--- config.mk ---
export PLATFORM = sky130hd
export DESIGN_NAME = firing_interlock_sequencer_top
export DESIGN_NICKNAME = d
export VERILOG_FILES = /design/src/rtl/fis_pkg.sv /design/src/rtl/fis_core.sv /design/src/rtl/fis_out_buf.sv /design/src/rtl/firing_interlock_sequencer_top.sv
export SDC_FILE = /design/constraint.sdc
export NUM_CORES = 1
export LEC_CHECK = 0
export BUFFER_PORTS_ARGS = -buffer_cell sky130_fd_sc_hd__buf_2
export CORE_ASPECT_RATIO = 2
export CORE_UTILIZATION = 55
export CTS_CLUSTER_SIZE = 20
export DETAILED_ROUTE_END_ITERATION = 10
export PLACE_DENSITY_LB_ADDON = 0.25
export SETUP_SLACK_MARGIN = 0.02
export SYNTH_ARGS = -nofsm -noshare
export SYNTH_HDL_FRONTEND = slang
export SYNTH_SLANG_ARGS = --single-unit
--- constraint.sdc ---
create_clock -name clk_i -period 6.8 [get_ports clk_i]
set_clock_uncertainty 0.15 [all_clocks]
set_input_delay 0.68 -clock clk_i [delete_from_list [all_inputs] [get_ports clk_i]]
set_output_delay 0.68 -clock clk_i [all_outputs]
set_load 0.1 [all_outputs]
--- src/rtl/fis_pkg.sv ---
// Package for the firing interlock sequencer.
// Holds payload structs, phase and state codes and register indexes.
// No dependencies.
package fis_pkg;

  localparam int unsigned CFG_W     = 16;
  localparam int unsigned CFG_IDX_W = 2;
  localparam int unsigned PHASE_W   = 3;

  // Configuration register indexes.
  localparam logic [CFG_IDX_W-1:0] REG_LEAD   = 2'd0;
  localparam logic [CFG_IDX_W-1:0] REG_IGNITE = 2'd1;
  localparam logic [CFG_IDX_W-1:0] REG_BURN   = 2'd2;

  // Configuration reset values.
  localparam logic [CFG_W-1:0] LEAD_RST   = 16'd250;
  localparam logic [CFG_W-1:0] IGNITE_RST = 16'd1000;
  localparam logic [CFG_W-1:0] BURN_RST   = 16'd5000;

  // Phase codes as seen on the result.
  localparam logic [PHASE_W-1:0] PHASE_IDLE   = 3'd0;
  localparam logic [PHASE_W-1:0] PHASE_LEAD   = 3'd1;
  localparam logic [PHASE_W-1:0] PHASE_IGNITE = 3'd2;
  localparam logic [PHASE_W-1:0] PHASE_BURN   = 3'd3;
  localparam logic [PHASE_W-1:0] PHASE_HALT   = 3'd4;

  typedef enum logic [4:0] {
    ST_IDLE   = 5'b00001,
    ST_LEAD   = 5'b00010,
    ST_IGNITE = 5'b00100,
    ST_BURN   = 5'b01000,
    ST_HALT   = 5'b10000
  } state_e;

  typedef struct packed {
    logic valve_arm_sw;
    logic igniter_arm_sw;
    logic valve_sw;
    logic igniter_sw;
    logic fire_sw;
  } in_item_t;

  typedef struct packed {
    logic               valve_open;
    logic               igniter_on;
    logic               valve_armed_lamp;
    logic               igniter_armed_lamp;
    logic               fire_armed_lamp;
    logic [PHASE_W-1:0] phase;
  } out_item_t;

  function automatic logic [PHASE_W-1:0] phase_code(state_e st);
    logic [PHASE_W-1:0] code;
    case (st)
      ST_IDLE:   code = PHASE_IDLE;
      ST_LEAD:   code = PHASE_LEAD;
      ST_IGNITE: code = PHASE_IGNITE;
      ST_BURN:   code = PHASE_BURN;
      default:   code = PHASE_HALT;
    endcase
    return code;
  endfunction

endpackage

--- src/rtl/fis_core.sv ---
// Sequencer core: configuration registers, interlock state and tick counter.
// Computes one result per accepted switch sample. Depends on fis_pkg.
module fis_core import fis_pkg::*; #(
  parameter int unsigned TICK_WIDTH = 16
) (
  input  logic                 clk_i,
  input  logic                 rst_ni,
  input  logic                 cfg_we_i,
  input  logic [CFG_IDX_W-1:0] cfg_idx_i,
  input  logic [CFG_W-1:0]     cfg_data_i,
  input  logic                 accept_i,
  input  in_item_t             item_i,
  output out_item_t            result_o
);

  localparam int unsigned CMP_W = (TICK_WIDTH > CFG_W) ? TICK_WIDTH : CFG_W;
  localparam logic [TICK_WIDTH-1:0] CNT_MAX = {TICK_WIDTH{1'b1}};

  logic [CFG_W-1:0] lead_q, ignite_q, burn_q;
  state_e           state_q, state_d;
  logic [TICK_WIDTH-1:0] cnt_q, cnt_d, cnt_inc;
  logic             valve_q, valve_d;
  logic             ign_q, ign_d;
  logic [2:0]       lamp_q, lamp_d;
  logic [CFG_W-1:0] limit;
  logic             expired;
  logic             fire_armed;

  always_ff @(posedge clk_i or negedge rst_ni) begin
    if (!rst_ni) begin
      lead_q   <= LEAD_RST;
      ignite_q <= IGNITE_RST;
      burn_q   <= BURN_RST;
    end else if (cfg_we_i) begin
      case (cfg_idx_i)
        REG_LEAD:   lead_q   <= cfg_data_i;
        REG_IGNITE: ignite_q <= cfg_data_i;
        REG_BURN:   burn_q   <= cfg_data_i;
        default: ;
      endcase
    end
  end

  always_comb begin
    case (state_q)
      ST_LEAD:   limit = lead_q;
      ST_IGNITE: limit = ignite_q;
      default:   limit = burn_q;
    endcase
  end

  // The counter saturates; reaching its top also ends the phase.
  assign cnt_inc = (cnt_q != CNT_MAX) ? cnt_q + 1'b1 : cnt_q;
  assign expired = (CMP_W'(cnt_inc) >= CMP_W'(limit)) || (cnt_inc == CNT_MAX);
  assign fire_armed = item_i.valve_arm_sw & item_i.igniter_arm_sw;

  always_comb begin
    state_d = state_q;
    cnt_d   = cnt_q;
    valve_d = valve_q;
    ign_d   = ign_q;
    lamp_d  = lamp_q;
    case (state_q)
      ST_IDLE: begin
        lamp_d = {fire_armed, item_i.igniter_arm_sw, item_i.valve_arm_sw};
        if (fire_armed) begin
          if (item_i.fire_sw) begin
            valve_d = 1'b1;
            state_d = ST_LEAD;
            cnt_d   = '0;
          end else begin
            valve_d = 1'b0;
            ign_d   = 1'b0;
          end
        end else if (item_i.valve_arm_sw) begin
          valve_d = item_i.valve_sw;
        end else if (item_i.igniter_arm_sw) begin
          ign_d = item_i.igniter_sw;
        end
      end
      ST_LEAD: begin
        cnt_d = cnt_inc;
        if (expired) begin
          ign_d   = 1'b1;
          state_d = ST_IGNITE;
          cnt_d   = '0;
        end
      end
      ST_IGNITE: begin
        cnt_d = cnt_inc;
        if (expired) begin
          ign_d   = 1'b0;
          state_d = ST_BURN;
          cnt_d   = '0;
        end
      end
      ST_BURN: begin
        cnt_d = cnt_inc;
        if (expired || !item_i.fire_sw) begin
          valve_d = 1'b0;
          state_d = ST_HALT;
        end
      end
      default: begin
        valve_d = 1'b0;
        ign_d   = 1'b0;
      end
    endcase
  end

  always_ff @(posedge clk_i or negedge rst_ni) begin
    if (!rst_ni) begin
      state_q <= ST_IDLE;
      cnt_q   <= '0;
      valve_q <= 1'b0;
      ign_q   <= 1'b0;
      lamp_q  <= '0;
    end else if (accept_i) begin
      state_q <= state_d;
      cnt_q   <= cnt_d;
      valve_q <= valve_d;
      ign_q   <= ign_d;
      lamp_q  <= lamp_d;
    end
  end

  always_comb begin
    result_o.valve_open         = valve_d;
    result_o.igniter_on         = ign_d;
    result_o.valve_armed_lamp   = lamp_d[0];
    result_o.igniter_armed_lamp = lamp_d[1];
    result_o.fire_armed_lamp    = lamp_d[2];
    result_o.phase              = phase_code(state_d);
  end

endmodule

--- src/rtl/fis_out_buf.sv ---
// Two-entry output buffer that holds results until the consumer takes them.
// Lets a new sample in while a finished result still waits. Depends on fis_pkg.
module fis_out_buf import fis_pkg::*; (
  input  logic      clk_i,
  input  logic      rst_ni,
  input  logic      push_i,
  input  out_item_t data_i,
  output logic      full_o,
  output logic      out_valid_o,
  input  logic      out_stall_i,
  output out_item_t out_data_o
);

  logic [1:0] cnt_q, cnt_d;
  out_item_t  head_q, tail_q;
  logic       pop;

  assign out_valid_o = (cnt_q != 2'd0);
  assign pop         = out_valid_o && !out_stall_i;
  assign out_data_o  = head_q;
  assign full_o      = (cnt_q == 2'd2);

  always_comb begin
    cnt_d = cnt_q;
    case ({push_i, pop})
      2'b10:   cnt_d = cnt_q + 2'd1;
      2'b01:   cnt_d = cnt_q - 2'd1;
      default: cnt_d = cnt_q;
    endcase
  end

  always_ff @(posedge clk_i or negedge rst_ni) begin
    if (!rst_ni) begin
      cnt_q <= '0;
    end else begin
      cnt_q <= cnt_d;
    end
  end

  // A push never arrives while full, so a simultaneous pop leaves one entry.
  always_ff @(posedge clk_i) begin
    case ({push_i, pop})
      2'b10: begin
        if (cnt_q == 2'd0) begin
          head_q <= data_i;
        end else begin
          tail_q <= data_i;
        end
      end
      2'b01: begin
        head_q <= tail_q;
      end
      2'b11: begin
        head_q <= data_i;
      end
      default: ;
    endcase
  end

endmodule

--- src/rtl/firing_interlock_sequencer_top.sv ---
// Each result is registered into the output buffer on its input transfer.
// Throughput: one switch sample per cycle until consumer stalls fill the
// two-entry output buffer; the state update is a single registered pass.
// Reset: asynchronous, active low; idle phase, outputs and lamps off, counter
// cleared, lead/ignite/burn back to 250/1000/5000 ticks, output buffer empty.
module firing_interlock_sequencer_top import fis_pkg::*; #(
  parameter int unsigned TICK_WIDTH = 16
) (
  input  logic                 clk_i,
  input  logic                 rst_ni,
  input  logic                 cfg_we_i,
  input  logic [CFG_IDX_W-1:0] cfg_idx_i,
  input  logic [CFG_W-1:0]     cfg_data_i,
  input  logic                 in_valid_i,
  output logic                 in_stall_o,
  input  in_item_t             in_data_i,
  output logic                 out_valid_o,
  input  logic                 out_stall_i,
  output out_item_t            out_data_o
);

  logic      buf_full;
  out_item_t result;
  logic      accept;

  assign in_stall_o = buf_full;
  assign accept     = in_valid_i && !buf_full;

  fis_core #(
    .TICK_WIDTH(TICK_WIDTH)
  ) u_core (
    .clk_i,
    .rst_ni,
    .cfg_we_i,
    .cfg_idx_i,
    .cfg_data_i,
    .accept_i (accept),
    .item_i   (in_data_i),
    .result_o (result)
  );

  fis_out_buf u_out_buf (
    .clk_i,
    .rst_ni,
    .push_i      (accept),
    .data_i      (result),
    .full_o      (buf_full),
    .out_valid_o,
    .out_stall_i,
    .out_data_o
  );

endmodule

==> impl_metrics.yaml <==
status:
  outcome: "finished clean"
place:
  numPortBuffers: 37
  dp.cells: 577
  gpl.final_weighted_congestion: 0.991
  place_hpwl_um: 8330
setup_path:
  timing.critical_path.arrival_ps: 5840
  critical-path-max-stage-delay_ps: 920
  critPathCaptureType: "register"
  crit_path_start_kind: "register"
  critical_path.max_fanout: 19
  list_of_cells_traversed_by_the_critical_path: "nor2_1, and3_1, nor2_1, a21oi_1, ha_1, a2111oi_0, a21oi_1, a2111o_1, a41oi_2, a21o_1, nor2b_1, a22o_1"
  worst_path_max_delay_cell: "sky130_fd_sc_hd__nor2_1"
  worstPathRequired_ps: 6930
  setup.worst_path.class: "register to register"
logic_synthesis:
  seq_area_frac_synth_pct: 46.9
  synth_seq_cells: 92
  post_synth.cell_area_avg_um2: 11.1
  postSynthCellCount: 463
  ys_async_sr_fraction_pct: 82.6
  total_standard_cell_area_after_synthesis_um2: 5130
  synth-edff-count: 16
  most_used_flip_flop_cell_after_synthesis: "sky130_fd_sc_hd__dfrtp_1"
  mappedNetlistNets: 510
  distinct_cells_synth: 61
  yosysWarnings: 0
detailed_routing:
  post-route-drc-count: 0
  wl_um: 11400
  dr_vias: 3820
  routed_via_density: 6.44
  detailedRoute.firstIterationViolations: 331
  wirelength_per_cell_um: 19.3
  firstDrtPassIters: 5
  ant_nets: 0
cts:
  post_cts_resize_count: 0
  tritoncts: "yes"
  post_cts_hold_buffer_count: 0
  postCtsSetupRepairBufs: 0
  tritoncts.num_buffers: 9
  insertion_delay_ps: 350
  cts_htree_levels: 3
  cts.reportedPaths.clkPinSlew_ps: 70
  clk_path_buf_depth: 2
  root_buffer: "sky130_fd_sc_hd__clkbuf_16"
  clock_sink_count: 92
sta:
  setup_violations: 0
  max_clock_freq_mhz: 175
  finalMaxSlewViolations: 0
  worst_hold_slack_ps: 312
  rsz_0062_raised_after_global_routing: "no"
  timing.final.crit_period_ps: 5710
  final-hold-violation-count: 0
  setup-tns-final_ps: 0
  worst_slew_pin_slew_ps: 1060
  slew_headroom_pct: 29.3
  final_min_period_over_clock_period_pct: 83.9
final_layout:
  area.growth.synth_to_final_pct: 10.7
  layout.cells.most_common: "sky130_fd_sc_hd__mux2_2"
  finalNetCount: 533
  post_route_cells_drive_above_1_share_pct: 29.9
  layout_common_cells: "sky130_fd_sc_hd__mux2_2, sky130_fd_sc_hd__dfrtp_1, sky130_fd_sc_hd__nand2_1, sky130_fd_sc_hd__buf_2, sky130_fd_sc_hd__a22o_1"
  utilization_pct: 63.0
  antenna-diode-count: 0
  final-instance-count-excl-fill: 593
grt:
  grt.met2_usage_pct: 44.9
  aggregate_global_route_resource_usage_pct: 25.1
  grt_pass1_wl_um: 19100
  grt_util_met3_pct: 3.49
  grt_overflow: 0
  grt_pass1_vias: 3911
  grt-busiest-layer: "met2"
  antenna_found_initial: 0
  met1_usage_pct: 27.9
  grt_max_degree: 77
floorplanning:
  pin_count: 38
  initial_core_util_pct: 56.9
  die_area_um2: 9740
  dieHeight_um: 139
  die_width_um: 70.3
  rows: 49
  core_area_um2: 9010
pwr:
  leakage_nw: 2.49
  power-per-cell-area_nw_per_um2: 291
  irDropWorstVdd_mv: 0.203
job:
  drv_cap: 0
min_path:
  hold_path.class: "input pin to asynchronous set/reset pin"
==> per-stage QoR <==
| step | total power [W] | setup WS [ps] | area, um^2 |
|---|---|---|---|
| floorplan | 0.00100 | 2290 | 5130 |
| global placement | 0.00107 | 1420 | 5330 |
| detailed placement | 0.00108 | 1250 | 5330 |
| CTS | 0.00166 | 1170 | 5680 |
| global route | 0.00171 | 677 | 5680 |
| finish | 0.00165 | 1090 | 5680 |
==> where the power goes <==
part	internal, W	leakage (nW)	switching [W]
Sequential	0.000664	1.08	0.0000406
Combinational	0.000109	1.23	0.000258
Clock	0.000359	0.173	0.000223
==> logic make-up after synthesis <==
kind of cell | share of synthesized area [%]
xor+xnor | 2.05
buf+inv | 3.51
mux | 13.7
simple gates | 14.7
flops | 46.9
compound gates | 14.6
fa+ha+maj | 4.63
==> layout make-up <==
type | instances | area (um^2)
timing repair buffer | 39 | 203
clock buffer | 11 | 264
fill | 749 | 3330
tap | 102 | 128
inverter | 9 | 33.8
sequential | 92 | 2400
multi-input combinational | 335 | 2560
clock inverter | 5 | 88.8
==> state kept, by name, summed over array words and instances, names as in the netlist <==
register / cells
u_core.valve_q: 1
u_core.lead_q: 16
u_out_buf.tail_q: 8
u_out_buf.cnt_q: 2
u_core.ign_q: 1
u_core.state_q: 5
u_out_buf.out_data_o: 8
u_core.burn_q: 16
u_core.ignite_q: 16
u_core.lamp_q: 3
u_core.cnt_q: 16
==> worst max-delay path: cells and delay by family, from the launching register on <==
| family | cells | cell delay (ps) |
|---|---|---|
| compound gates | 7 | 2290 |
| fa+ha+maj | 1 | 360 |
| flops | 1 | 570 |
| simple gates | 4 | 2260 |
==> metal layers <==
layer  wire [um]  share of wire, %  vias to the layer above
met3         399               3.5                       34
met2        6310                55                      128
met1        4310                38                     1889
met4         421               3.7                        0
met5           0                 0                        -
li1            -                 -                     1769
==> worst paths after layout <==
path	start	end	slack, ps	depth (start not counted)
min in group clk_i	u_out_buf.cnt_q[1]$_DFFE_PN0P_	u_out_buf.cnt_q[1]$_DFFE_PN0P_	330	1
min reg2reg	u_out_buf.cnt_q[1]$_DFFE_PN0P_	u_out_buf.cnt_q[1]$_DFFE_PN0P_	330	1
max reg2reg	u_core.state_q[0]$_DFFE_PN1P_	u_core.cnt_q[4]$_DFFE_PN0P_	1090	12
max in group asynchronous	rst_ni	u_core.ign_q$_DFFE_PN0P_	5550	1
max	u_core.state_q[0]$_DFFE_PN1P_	u_core.cnt_q[4]$_DFFE_PN0P_	1090	12
min	rst_ni	u_core.cnt_q[10]$_DFFE_PN0P_	310	1
==> synth_stat cells (all sizes together) (4+ instances only) <==
cell    instances  share of area [%]
nand2          47                3.4
buf            15                2.0
dfrtp          58                 28
mux2           62                 14
nor4            6               0.85
xnor2           4               0.68
o21a            4               0.59
nor3            8               0.78
nor2           17                1.2
inv             9               0.66
nand3          11                1.3
and4            6                1.0
dfstp          18                9.2
edfxtp         16                9.4
clkbuf         12               0.88
ha             19                4.6
a21oi          24                2.3
nor3b           4               0.59
o21ai          17                1.7
a22o           30                5.1
nand4          10                1.6
nand2b          5               0.61
a211oi          5               0.83
and3            7               0.85
xor2            8                1.4
and2            5               0.61
(Power assumes the default switching activity.)
